$ cat src/hdl/rtttl_pkg.sv
package rtttl_pkg;

    // One request: a text character and the restart flag.
    typedef struct packed {
        logic [7:0] ch;
        logic       restart;
    } rtttl_in_t;

    // One result: a finished note or rest, and/or the end of the song.
    typedef struct packed {
        logic        note_valid;
        logic        is_rest;
        logic [14:0] timer_divider;
        logic [15:0] duration_ms;
        logic        song_end;
    } rtttl_out_t;

    typedef enum logic [3:0] {
        PH_NAME,
        PH_HEADER,
        PH_START,
        PH_LEN1,
        PH_LEN2,
        PH_LETTER,
        PH_SHARP,
        PH_DOT1,
        PH_OCT,
        PH_DONE,
        PH_ENDED
    } phase_t;

    typedef enum logic [1:0] {
        KEY_NONE,
        KEY_D,
        KEY_O,
        KEY_B
    } hkey_t;

    typedef enum logic [2:0] {
        CTL_IDLE,
        CTL_Q1_GO,
        CTL_Q1_RUN,
        CTL_Q2_GO,
        CTL_Q2_RUN,
        CTL_EMIT
    } ctl_state_t;

    typedef struct packed {
        logic rest;
        logic dot;
        logic pend;
    } tok_flags_t;

    localparam int DIV_W     = 16;
    localparam int DIV_CNT_W = $clog2(DIV_W);

    typedef struct packed {
        logic             start;
        logic [DIV_W-1:0] dividend;
        logic [DIV_W-1:0] divisor;
    } div_req_t;

    typedef struct packed {
        logic             done;
        logic [DIV_W-1:0] quotient;
    } div_resp_t;

    localparam logic [7:0] CH_NUL   = 8'h00;
    localparam logic [7:0] CH_SPACE = 8'h20;
    localparam logic [7:0] CH_HASH  = 8'h23;
    localparam logic [7:0] CH_COMMA = 8'h2C;
    localparam logic [7:0] CH_DOT   = 8'h2E;
    localparam logic [7:0] CH_ZERO  = 8'h30;
    localparam logic [7:0] CH_NINE  = 8'h39;
    localparam logic [7:0] CH_COLON = 8'h3A;
    localparam logic [7:0] CH_A     = 8'h61;
    localparam logic [7:0] CH_B     = 8'h62;
    localparam logic [7:0] CH_C     = 8'h63;
    localparam logic [7:0] CH_D     = 8'h64;
    localparam logic [7:0] CH_E     = 8'h65;
    localparam logic [7:0] CH_F     = 8'h66;
    localparam logic [7:0] CH_G     = 8'h67;
    localparam logic [7:0] CH_O     = 8'h6F;
    localparam logic [7:0] CH_P     = 8'h70;

    localparam logic [6:0] DEF_LEN    = 7'd4;
    localparam logic [3:0] DEF_OCTAVE = 4'd6;
    localparam logic [9:0] DEF_TEMPO  = 10'd63;

    localparam logic [3:0] OCT_LOW  = 4'd4;
    localparam logic [3:0] OCT_HIGH = 4'd7;

    localparam logic [DIV_W-1:0] MS_PER_MIN = 16'd60000;
    localparam logic [15:0]      DUR_MAX    = 16'hFFFF;

    // 8 MHz timer compare values, 8000000 / f - 1, octaves 4 to 7.
    localparam logic [14:0] TONE_DIV [4][12] = '{
        '{15'd30533, 15'd28879, 15'd27209, 15'd25722, 15'd24241, 15'd22921,
          15'd21620, 15'd20407, 15'd19276, 15'd18180, 15'd17166, 15'd16193},
        '{15'd15295, 15'd14439, 15'd13627, 15'd12860, 15'd12138, 15'd11460,
          15'd10809, 15'd10203, 15'd9637,  15'd9089,  15'd8582,  15'd8096},
        '{15'd7639,  15'd7212,  15'd6807,  15'd6429,  15'd6064,  15'd5725,
          15'd5404,  15'd5101,  15'd4818,  15'd4544,  15'd4288,  15'd4047},
        '{15'd3821,  15'd3605,  15'd3404,  15'd3213,  15'd3032,  15'd2862,
          15'd2701,  15'd2550,  15'd2408,  15'd2271,  15'd2144,  15'd2023}
    };

    localparam logic [3:0] PITCH_B = 4'd11;
    localparam logic [3:0] PITCH_N = 4'd12;

    // Clamps the octave and turns a sharpened B into C of the next octave, except at the top.
    function automatic logic [14:0] note_divider(input logic [3:0] octave,
                                                 input logic [3:0] pitch);
        logic [1:0] row;
        logic [3:0] col;
        if (octave < OCT_LOW) begin
            row = 2'd0;
        end else if (octave > OCT_HIGH) begin
            row = 2'd3;
        end else begin
            row = 2'(octave - OCT_LOW);
        end
        col = pitch;
        if (pitch >= PITCH_N) begin
            if (row != 2'd3) begin
                row = row + 2'd1;
                col = 4'd0;
            end else begin
                col = PITCH_B;
            end
        end
        return TONE_DIV[row][col];
    endfunction

endpackage

$ cat src/hdl/rtttl_note_parser_unit.sv
// RTTTL ringtone parser: takes the ringtone text one character per request and
// returns one result for each finished note or rest (timer divider for an
// 8 MHz tone timer and duration in milliseconds) and one for the ending NUL.
// A character that closes no note is accepted and s_ready stays high.
// A character that closes a note holds s_ready low until the sequencer is idle
// again: two 16-step divisions, 60000/tempo and then by the note length, run on
// one shared bit-serial divider, each after its own start state, and then the
// EMIT state loads the output register; with a zero tempo or length the
// divisions are skipped and only EMIT follows, as it does for a bare song end.
// A further wait applies only while the previous result is still not taken.
module rtttl_note_parser_unit
    import rtttl_pkg::*;
(
    input  logic       aclk,
    input  logic       aresetn,
    input  logic       s_valid,
    output logic       s_ready,
    input  rtttl_in_t  s_data,
    output logic       m_valid,
    input  logic       m_ready,
    output rtttl_out_t m_data
);

    // Parser state.
    phase_t     phase_reg, phase_next, cur_phase;
    logic [6:0] dlen_reg, dlen_next, cur_dlen;
    logic [3:0] doct_reg, doct_next, cur_doct;
    logic [9:0] tempo_reg, tempo_next, cur_tempo;
    logic [6:0] tlen_reg, tlen_next, cur_tlen;
    logic [3:0] pitch_reg, pitch_next, cur_pitch;
    logic [3:0] toct_reg, toct_next, cur_toct;
    tok_flags_t flags_reg, flags_next, cur_flags;
    hkey_t      key_reg, key_next, cur_key;
    logic [1:0] hdig_reg, hdig_next, cur_hdig;

    // Sequencer and work registers.
    ctl_state_t state_reg, state_next;
    logic        work_note_reg, work_note_next;
    logic        work_rest_reg, work_rest_next;
    logic        work_end_reg, work_end_next;
    logic        work_dot_reg, work_dot_next;
    logic [6:0]  work_len_reg, work_len_next;
    logic [14:0] work_div_reg, work_div_next;
    logic [15:0] dur_reg, dur_next;
    logic        out_valid_reg, out_valid_next;
    rtttl_out_t  out_data_reg, out_data_next;

    logic       s_fire;
    logic       is_dig;
    logic [3:0] dv;
    logic [3:0] letter_pitch;
    logic       letter_ok;
    logic       res_fire;
    logic       res_note;
    logic       res_end;
    logic       note_rest;
    logic       zero_div;
    logic       emit_load;

    logic [17:0] dur4;
    logic [19:0] dur6;
    logic [18:0] scaled;

    div_req_t  div_req;
    div_resp_t div_resp;

    rtttl_div u_div (
        .aclk    (aclk),
        .aresetn (aresetn),
        .req     (div_req),
        .resp    (div_resp)
    );

    assign s_fire = s_valid && s_ready;
    assign is_dig = (s_data.ch >= CH_ZERO) && (s_data.ch <= CH_NINE);
    assign dv     = s_data.ch[3:0];

    always_comb begin
        letter_ok    = 1'b1;
        letter_pitch = 4'd0;
        case (s_data.ch)
            CH_C:    letter_pitch = 4'd0;
            CH_D:    letter_pitch = 4'd2;
            CH_E:    letter_pitch = 4'd4;
            CH_F:    letter_pitch = 4'd5;
            CH_G:    letter_pitch = 4'd7;
            CH_A:    letter_pitch = 4'd9;
            CH_B:    letter_pitch = PITCH_B;
            default: letter_ok = 1'b0;
        endcase
    end

    // A restart request sees the reset state before its character is parsed.
    always_comb begin
        if (s_data.restart) begin
            cur_phase = PH_NAME;
            cur_dlen  = DEF_LEN;
            cur_doct  = DEF_OCTAVE;
            cur_tempo = DEF_TEMPO;
            cur_tlen  = '0;
            cur_pitch = '0;
            cur_toct  = '0;
            cur_flags = '0;
            cur_key   = KEY_NONE;
            cur_hdig  = '0;
        end else begin
            cur_phase = phase_reg;
            cur_dlen  = dlen_reg;
            cur_doct  = doct_reg;
            cur_tempo = tempo_reg;
            cur_tlen  = tlen_reg;
            cur_pitch = pitch_reg;
            cur_toct  = toct_reg;
            cur_flags = flags_reg;
            cur_key   = key_reg;
            cur_hdig  = hdig_reg;
        end
    end

    always_comb begin
        phase_next = phase_reg;
        dlen_next  = dlen_reg;
        doct_next  = doct_reg;
        tempo_next = tempo_reg;
        tlen_next  = tlen_reg;
        pitch_next = pitch_reg;
        toct_next  = toct_reg;
        flags_next = flags_reg;
        key_next   = key_reg;
        hdig_next  = hdig_reg;
        res_fire   = 1'b0;
        res_note   = 1'b0;
        res_end    = 1'b0;
        note_rest  = 1'b0;
        if (s_fire) begin
            phase_next = cur_phase;
            dlen_next  = cur_dlen;
            doct_next  = cur_doct;
            tempo_next = cur_tempo;
            tlen_next  = cur_tlen;
            pitch_next = cur_pitch;
            toct_next  = cur_toct;
            flags_next = cur_flags;
            key_next   = cur_key;
            hdig_next  = cur_hdig;
            if (cur_phase == PH_ENDED) begin
                phase_next = PH_ENDED;
            end else if (cur_phase == PH_NAME || cur_phase == PH_HEADER) begin
                if (s_data.ch == CH_NUL) begin
                    res_fire   = 1'b1;
                    res_end    = 1'b1;
                    phase_next = PH_ENDED;
                end else if (cur_phase == PH_NAME) begin
                    if (s_data.ch == CH_COLON) begin
                        phase_next = PH_HEADER;
                    end
                end else if (s_data.ch == CH_COLON) begin
                    key_next   = KEY_NONE;
                    phase_next = PH_START;
                end else if (s_data.ch == CH_COMMA) begin
                    key_next = KEY_NONE;
                end else if (cur_key == KEY_NONE) begin
                    hdig_next = '0;
                    if (s_data.ch == CH_D) begin
                        key_next  = KEY_D;
                        dlen_next = '0;
                    end else if (s_data.ch == CH_O) begin
                        key_next  = KEY_O;
                        doct_next = '0;
                    end else if (s_data.ch == CH_B) begin
                        key_next   = KEY_B;
                        tempo_next = '0;
                    end
                end else if (is_dig) begin
                    if (cur_key == KEY_D && cur_hdig < 2'd2) begin
                        dlen_next = 7'(cur_dlen * 7'd10 + {3'b000, dv});
                        hdig_next = cur_hdig + 2'd1;
                    end else if (cur_key == KEY_O && cur_hdig < 2'd1) begin
                        doct_next = dv;
                        hdig_next = cur_hdig + 2'd1;
                    end else if (cur_key == KEY_B && cur_hdig < 2'd3) begin
                        tempo_next = 10'(cur_tempo * 10'd10 + {6'b000000, dv});
                        hdig_next  = cur_hdig + 2'd1;
                    end
                end
            end else if (s_data.ch == CH_NUL || s_data.ch == CH_COMMA) begin
                if (cur_flags.pend || s_data.ch == CH_NUL) begin
                    res_fire = 1'b1;
                end
                if (cur_flags.pend) begin
                    res_note  = 1'b1;
                    // A token of length digits only is a rest.
                    note_rest = cur_flags.rest
                             || cur_phase == PH_LEN1 || cur_phase == PH_LEN2;
                end
                flags_next = '0;
                if (s_data.ch == CH_NUL) begin
                    res_end    = 1'b1;
                    phase_next = PH_ENDED;
                end else begin
                    phase_next = PH_START;
                end
            end else if (s_data.ch != CH_SPACE) begin
                case (cur_phase)
                    PH_START: begin
                        tlen_next       = cur_dlen;
                        toct_next       = cur_doct;
                        pitch_next      = '0;
                        flags_next      = '0;
                        flags_next.pend = 1'b1;
                        if (is_dig) begin
                            tlen_next  = {3'b000, dv};
                            phase_next = PH_LEN1;
                        end else begin
                            pitch_next      = letter_pitch;
                            flags_next.rest = !letter_ok;
                            phase_next      = PH_LETTER;
                        end
                    end
                    PH_LEN1: begin
                        if (is_dig) begin
                            tlen_next  = 7'(cur_tlen * 7'd10 + {3'b000, dv});
                            phase_next = PH_LEN2;
                        end else begin
                            pitch_next      = letter_pitch;
                            flags_next.rest = cur_flags.rest || !letter_ok;
                            phase_next      = PH_LETTER;
                        end
                    end
                    PH_LEN2: begin
                        pitch_next      = letter_pitch;
                        flags_next.rest = cur_flags.rest || !letter_ok;
                        phase_next      = PH_LETTER;
                    end
                    PH_LETTER, PH_SHARP, PH_DOT1: begin
                        if (cur_phase == PH_LETTER && s_data.ch == CH_HASH) begin
                            if (!cur_flags.rest) begin
                                pitch_next = cur_pitch + 4'd1;
                            end
                            phase_next = PH_SHARP;
                        end else if (cur_phase != PH_DOT1 && s_data.ch == CH_DOT) begin
                            flags_next.dot = 1'b1;
                            phase_next     = PH_DOT1;
                        end else if (is_dig) begin
                            toct_next  = dv;
                            phase_next = PH_OCT;
                        end else if (cur_phase == PH_DOT1 && s_data.ch == CH_DOT) begin
                            flags_next.dot = 1'b1;
                            phase_next     = PH_DONE;
                        end
                    end
                    PH_OCT: begin
                        if (s_data.ch == CH_DOT) begin
                            flags_next.dot = 1'b1;
                            phase_next     = PH_DONE;
                        end
                    end
                    default: begin
                    end
                endcase
            end
        end
    end

    assign zero_div = (tempo_reg == '0) || (cur_tlen == '0);

    // Sequencer: next state.
    always_comb begin
        state_next = state_reg;
        case (state_reg)
            CTL_IDLE: begin
                if (s_fire && res_fire) begin
                    if (res_note && !zero_div) begin
                        state_next = CTL_Q1_GO;
                    end else begin
                        state_next = CTL_EMIT;
                    end
                end
            end
            CTL_Q1_GO:  state_next = CTL_Q1_RUN;
            CTL_Q1_RUN: begin
                if (div_resp.done) begin
                    state_next = CTL_Q2_GO;
                end
            end
            CTL_Q2_GO:  state_next = CTL_Q2_RUN;
            CTL_Q2_RUN: begin
                if (div_resp.done) begin
                    state_next = CTL_EMIT;
                end
            end
            CTL_EMIT: begin
                if (emit_load) begin
                    state_next = CTL_IDLE;
                end
            end
            default: state_next = CTL_IDLE;
        endcase
    end

    // Sequencer: outputs.
    always_comb begin
        s_ready          = (state_reg == CTL_IDLE);
        div_req.start    = (state_reg == CTL_Q1_GO) || (state_reg == CTL_Q2_GO);
        div_req.dividend = MS_PER_MIN;
        div_req.divisor  = {6'b000000, tempo_reg};
        if (state_reg == CTL_Q2_GO) begin
            div_req.dividend = div_resp.quotient;
            div_req.divisor  = {9'b000000000, work_len_reg};
        end
        emit_load = (state_reg == CTL_EMIT) && (!out_valid_reg || m_ready);
    end

    // Duration: quotient times four, times one and a half when dotted.
    always_comb begin
        dur4   = {div_resp.quotient, 2'b00};
        dur6   = {2'b00, dur4} + {1'b0, dur4, 1'b0};
        scaled = work_dot_reg ? dur6[19:1] : {1'b0, dur4};
    end

    always_comb begin
        work_note_next = work_note_reg;
        work_rest_next = work_rest_reg;
        work_end_next  = work_end_reg;
        work_dot_next  = work_dot_reg;
        work_len_next  = work_len_reg;
        work_div_next  = work_div_reg;
        dur_next       = dur_reg;
        if (state_reg == CTL_IDLE && s_fire && res_fire) begin
            work_note_next = res_note;
            work_rest_next = res_note && note_rest;
            work_end_next  = res_end;
            work_dot_next  = cur_flags.dot;
            work_len_next  = cur_tlen;
            work_div_next  = (res_note && !note_rest)
                           ? note_divider(cur_toct, cur_pitch) : '0;
            dur_next       = (res_note && zero_div) ? DUR_MAX : '0;
        end else if (state_reg == CTL_Q2_RUN && div_resp.done) begin
            dur_next = (scaled[18:16] != '0) ? DUR_MAX : scaled[15:0];
        end
    end

    always_comb begin
        out_valid_next = out_valid_reg;
        out_data_next  = out_data_reg;
        if (emit_load) begin
            out_valid_next              = 1'b1;
            out_data_next.note_valid    = work_note_reg;
            out_data_next.is_rest       = work_rest_reg;
            out_data_next.timer_divider = work_div_reg;
            out_data_next.duration_ms   = dur_reg;
            out_data_next.song_end      = work_end_reg;
        end else if (m_ready) begin
            out_valid_next = 1'b0;
        end
    end

    always_ff @(posedge aclk) begin
        if (!aresetn) begin
            phase_reg     <= PH_NAME;
            dlen_reg      <= DEF_LEN;
            doct_reg      <= DEF_OCTAVE;
            tempo_reg     <= DEF_TEMPO;
            tlen_reg      <= '0;
            pitch_reg     <= '0;
            toct_reg      <= '0;
            flags_reg     <= '0;
            key_reg       <= KEY_NONE;
            hdig_reg      <= '0;
            state_reg     <= CTL_IDLE;
            out_valid_reg <= 1'b0;
        end else begin
            phase_reg     <= phase_next;
            dlen_reg      <= dlen_next;
            doct_reg      <= doct_next;
            tempo_reg     <= tempo_next;
            tlen_reg      <= tlen_next;
            pitch_reg     <= pitch_next;
            toct_reg      <= toct_next;
            flags_reg     <= flags_next;
            key_reg       <= key_next;
            hdig_reg      <= hdig_next;
            state_reg     <= state_next;
            out_valid_reg <= out_valid_next;
        end
        work_note_reg <= work_note_next;
        work_rest_reg <= work_rest_next;
        work_end_reg  <= work_end_next;
        work_dot_reg  <= work_dot_next;
        work_len_reg  <= work_len_next;
        work_div_reg  <= work_div_next;
        dur_reg       <= dur_next;
        out_data_reg  <= out_data_next;
    end

    assign m_valid = out_valid_reg;
    assign m_data  = out_data_reg;

endmodule

$ cat src/hdl/rtttl_div.sv
module rtttl_div
    import rtttl_pkg::*;
(
    input  logic      aclk,
    input  logic      aresetn,
    input  div_req_t  req,
    output div_resp_t resp
);

    logic [DIV_W-1:0]     quo_reg, quo_next;
    logic [DIV_W-1:0]     rem_reg, rem_next;
    logic [DIV_W-1:0]     dsr_reg, dsr_next;
    logic [DIV_CNT_W-1:0] cnt_reg, cnt_next;
    logic                 busy_reg, busy_next;
    logic                 done_reg, done_next;
    logic [DIV_W:0]       partial;
    logic [DIV_W:0]       trial;

    // Restoring division, one quotient bit per cycle, MSB first.
    always_comb begin
        partial   = {rem_reg, quo_reg[DIV_W-1]};
        trial     = partial - {1'b0, dsr_reg};
        quo_next  = quo_reg;
        rem_next  = rem_reg;
        dsr_next  = dsr_reg;
        cnt_next  = cnt_reg;
        busy_next = busy_reg;
        done_next = 1'b0;
        if (req.start && !busy_reg) begin
            quo_next  = req.dividend;
            rem_next  = '0;
            dsr_next  = req.divisor;
            cnt_next  = '0;
            busy_next = 1'b1;
        end else if (busy_reg) begin
            if (!trial[DIV_W]) begin
                rem_next = trial[DIV_W-1:0];
                quo_next = {quo_reg[DIV_W-2:0], 1'b1};
            end else begin
                rem_next = partial[DIV_W-1:0];
                quo_next = {quo_reg[DIV_W-2:0], 1'b0};
            end
            cnt_next = cnt_reg + 1'b1;
            if (cnt_reg == DIV_CNT_W'(DIV_W - 1)) begin
                busy_next = 1'b0;
                done_next = 1'b1;
            end
        end
    end

    always_ff @(posedge aclk) begin
        if (!aresetn) begin
            busy_reg <= 1'b0;
            done_reg <= 1'b0;
            cnt_reg  <= '0;
        end else begin
            busy_reg <= busy_next;
            done_reg <= done_next;
            cnt_reg  <= cnt_next;
        end
        quo_reg <= quo_next;
        rem_reg <= rem_next;
        dsr_reg <= dsr_next;
    end

    assign resp.done     = done_reg;
    assign resp.quotient = quo_reg;

endmodule

$ cat config.mk
export PLATFORM = sky130hd
export DESIGN_NAME = rtttl_note_parser_unit
export DESIGN_NICKNAME = d
export VERILOG_FILES = /design/src/hdl/rtttl_pkg.sv /design/src/hdl/rtttl_note_parser_unit.sv /design/src/hdl/rtttl_div.sv
export SDC_FILE = /design/constraint.sdc
export NUM_CORES = 1
export LEC_CHECK = 0
export BUFFER_PORTS_ARGS = -buffer_cell sky130_fd_sc_hd__clkbuf_2
export CAP_MARGIN = 25
export CORE_ASPECT_RATIO = 1.2
export CORE_MARGIN = 2
export CORE_UTILIZATION = 44
export CTS_CLUSTER_DIAMETER = 120
export DETAILED_ROUTE_END_ITERATION = 6
export GPL_TIMING_DRIVEN = 0
export PLACE_DENSITY = 0.59
export REMOVE_ABC_BUFFERS = 1
export SETUP_SLACK_MARGIN = 0.05
export SYNTH_ARGS = -nofsm -noshare
export SYNTH_HDL_FRONTEND = slang
export SYNTH_SLANG_ARGS = --single-unit
$ cat constraint.sdc
create_clock -name aclk -period 9.8 [get_ports aclk]
set_input_delay 1.96 -clock aclk [delete_from_list [all_inputs] [get_ports aclk]]
set_output_delay 1.96 -clock aclk [all_outputs]
set_load 0.02 [all_outputs]
==> reports/summary.log <==
INFO  die            initial_utilization=44.5%
INFO  yosys          async_reset_ff_share=0%
INFO  die            core_area=0.0269sqmm
INFO  yosys          ys_seq_elements=175
INFO  final_layout   largest_register_ff_count=34
INFO  min_path       hold_end=m_data[14]
INFO  drt            routed_wirelength=31,400microns
INFO  die            die-width=155microns
INFO  pwr            static-leakage-power=4.80nW
INFO  pwr            ir_worst_vdd=0.104mV
INFO  critical_path  path_max_fanout=80
INFO  critical_path  rr_startpoint=state_reg[1]
INFO  placement      port-buffer-count=48
INFO  critical_path  startpoint_type=primary input
INFO  cts            cts_root_buf=sky130_fd_sc_hd__clkbuf_16
INFO  drt            drt-wirelength-per-cell=18.3microns
INFO  pwr            power.sequential.fraction=50.4%
INFO  placement      routability_driven_placement_congestion_ratio=0.887
INFO  critical_path  timing_worst_setup_path_type=in -> reg
INFO  outcome        status=finished, final reports clean
INFO  timing         tns=0ns
INFO  global_route   number_of_antenna_violations_at_the_first_check_in_global_routing=0
INFO  pwr            intPower=1.18mW
INFO  min_path       hold_path_depth=0
INFO  cts            cts_hold_repair_buffers=0
INFO  pwr            power.clock.fraction=43.6%
INFO  die            fp-row-count=66
INFO  final_layout   utilization=48.8%
INFO  die            design.die.area=0.0286sqmm
INFO  final_layout   layout-area-overhead-vs-synth=9.58%
INFO  timing         period_utilisation_layout=55.8%
INFO  yosys          synth_common_cells=121 x sky130_fd_sc_hd__nand2_1, 121 x sky130_fd_sc_hd__nor2_1, 102 x sky130_fd_sc_hd__edfxtp_1, 97 x sky130_fd_sc_hd__a21oi_1, 91 x sky130_fd_sc_hd__o21ai_0
INFO  drt            drt_antenna_net_count=0
INFO  yosys          postSynthCellCount=1,363
INFO  pwr            switching_share=23.5%
INFO  die            io_pins=49
INFO  timing         fmaxAchievable=0.183GHz
INFO  global_route   globalRouteOverflowTotal=0
INFO  cts            htreeDepth=4
INFO  yosys          synthesis.area=0.0120sqmm
INFO  critical_path  worst_case_register_to_register_setup_slack=5.60ns
INFO  pwr            comb_power_share=5.9%
INFO  critical_path  worst_path_largest_cell_delay=0.76ns
INFO  yosys          netlist.area_leader.share=25.5%
INFO  cts            tritoncts=yes
INFO  critical_path  worst_path_most_repeated_cell=sky130_fd_sc_hd__inv_1
INFO  flow_run       max_cap_violations=0
INFO  yosys          synthTopCellsByArea=sky130_fd_sc_hd__edfxtp_1 26%, sky130_fd_sc_hd__dfxtp_1 12%, sky130_fd_sc_hd__ha_1 6.5%
INFO  cts            worst_path_clk_slew=0.07ns
INFO  global_route   first_global_vias=9,769
INFO  drt            post_drt_via_cell_ratio=6.01
INFO  global_route   grt_start_max_net_pins=81
INFO  die            die_h=185microns
INFO  cts            cts_repair_resize_count=0
INFO  drt            num_vias=10,300
INFO  final_layout   final_nets=1,444
INFO  timing         worst_slew_margin_rel=26.3%
INFO  global_route   grt_usage=22.2%
INFO  final_layout   layout-drive-gt1-share=9.39%
INFO  global_route   wire_length_of_the_first_global_routing_pass=50,800microns
INFO  yosys          synthDominantAreaCellType=sky130_fd_sc_hd__edfxtp_1
INFO  critical_path  cp.arrival=5.79ns
INFO  cts            cts-root-to-sink-buffers=2
INFO  yosys          synth.lib_cells_used.distinct=85
INFO  yosys          syn_area_per_cell=8.80squm
INFO  timing         timing.clock.skew=0.0125ns
INFO  critical_path  cpMaxStageDelayCell=sky130_fd_sc_hd__inv_1
INFO  timing         actual_slew_at_the_worst_max_slew_pin=1.11ns
INFO  final_layout   antennaDiodeCount=0
INFO  cts            clock-sinks=175
INFO  yosys          synth.yosys.seq_area_share=37.7%
INFO  min_path       hold_path_startpoint=dur_reg[13]
INFO  drt            drt_iter0_markers=800
INFO  yosys          synth.yosys.warnings=0
INFO  timing         hold_violations=0
INFO  drt            route.detailed.drc=0
INFO  critical_path  r2r.worst_path.cells=5
INFO  placement      detailed_place_hpwl=22,300microns
INFO  critical_path  reg2reg_to=dur_reg[13]
INFO  critical_path  critPathRequiredTime=10.13ns
INFO  timing         setup_violations=0
INFO  critical_path  setup.worst_path.end_class=register
INFO  critical_path  critical_path.cell_chain=clkbuf_4 -> inv_1 -> nand2_1 -> inv_1 -> ha_1 -> ha_1 -> inv_1 -> fa_1 -> nor3b_1 -> xnor2_1 -> a22o_1 -> o22ai_1 -> a21oi_1
INFO  timing         final_slew_violations=0
INFO  placement      dp.cells=1,680
INFO  cts            cts.repair_timing.setup_buffer_count=0
INFO  cts            cts-buffers-inserted=17
INFO  pwr            p_per_area=117mW/mm^2
INFO  timing         whs=0.415ns
INFO  cts            clock_insertion_delay_at_the_later_pin_of_the_skew_report=0.44ns
INFO  timing         unrepaired_setup_endpoints_after_global_routing=false
INFO  drt            drt-pass1-iter-count=5
INFO  timing         layout_min_cycle_time=5.46ns
INFO  min_path       worstHoldPathType=reg -> reg
INFO  final_layout   finished_layout_cells=1,714
INFO  yosys          edff_count_synth=102
INFO  yosys          postSynth.topFlopCell=sky130_fd_sc_hd__edfxtp_1
INFO  pwr            p_sw=0.362mW
==> worst max-delay path by stage <==
stage	cells past startpoint	start	slack (ns)	to
global placement	8	s_data[0]	1.98	work_div_reg[5]
CTS	9	s_data[0]	4.26	work_div_reg[11]
global route	13	s_data[0]	4.12	tlen_reg[6]
floorplan	7	s_data[0]	4.64	work_div_reg[5]
detailed placement	9	s_data[0]	3.76	work_div_reg[11]
finish	13	s_data[0]	4.34	tlen_reg[6]
==> cells by family (layout without fill, tap and decap cells) <==
| group | Yosys count | count (layout) | share of synthesized area, % |
|---|---|---|---|
| XOR/XNOR | 52 | 52 | 3.80 |
| AND/OR/NAND/NOR | 478 | 478 | 19.9 |
| adder cells (fa/ha/maj) | 70 | 70 | 7.80 |
| flip-flops | 175 | 175 | 37.7 |
| AO/OA/AOI/OAI | 422 | 422 | 23.4 |
| multiplexers | 28 | 28 | 2.54 |
| buffers and inverters | 138 | 149 | 4.79 |
==> per-layer routing <==
metal  vias to the layer above  GRT usage, %  wire, microns
li1                       5067             -              -
met1                      4929          28.5          14100
met2                       250          37.1          15000
met3                        61          3.18           1150
met4                         0          10.1           1130
met5                         -             0              0
==> final cells by class <==
type                    instances  area (sq um)
fillers                      2611         13800
multi-input cells            1050          6930
flip-flops and latches        175          4520
clock inverters                12           139
repair buffers                 60           472
inverters                      57           214
well taps                     340           425
clock buffers                  20           437
==> layout by cell type, fill, tap and decap left out, types with 38 or more instances in the layout <==
master	n
sky130_fd_sc_hd__inv_1	56
sky130_fd_sc_hd__nand2_1	121
sky130_fd_sc_hd__o21ai_0	90
sky130_fd_sc_hd__clkbuf_2	47
sky130_fd_sc_hd__a21oi_1	97
sky130_fd_sc_hd__nor2_1	120
sky130_fd_sc_hd__ha_1	62
sky130_fd_sc_hd__dfxtp_1	73
sky130_fd_sc_hd__xnor2_1	38
sky130_fd_sc_hd__edfxtp_1	102
==> power by group through the flow <==
stage | Sequential (mW) | Clock, mW | Combinational (mW)
5_1_grt | 0.777 | 0.717 | 0.101
6_report | 0.777 | 0.672 | 0.0916
3_3_place_gp | 0.793 | 0 | 0.0863
2_1_floorplan | 0.791 | 0 | 0.0534
4_1_cts | 0.777 | 0.692 | 0.0902
3_5_place_dp | 0.793 | 0 | 0.0897
==> critical path, delay by kind of cell <==
| family | cells | cell delay (ns) |
|---|---|---|
| buffers and inverters | 4 | 1.64 |
| adder cells (fa/ha/maj) | 3 | 0.96 |
| AO/OA/AOI/OAI | 3 | 0.46 |
| AND/OR/NAND/NOR | 2 | 0.60 |
| XOR/XNOR | 1 | 0.09 |
==> stage by stage <==
| step | area [sq um] | setup WS (ns) | total power [mW] |
|---|---|---|---|
| after global routing | 13100 | 4.12 | 1.60 |
| after global placement | 12300 | 1.98 | 0.879 |
| after detailed placement | 12500 | 3.76 | 0.883 |
| final | 13100 | 4.34 | 1.54 |
| after floorplan | 11600 | 4.64 | 0.845 |
| after CTS | 13100 | 4.26 | 1.56 |
Note: power is estimated with default switching activity, not from simulation.
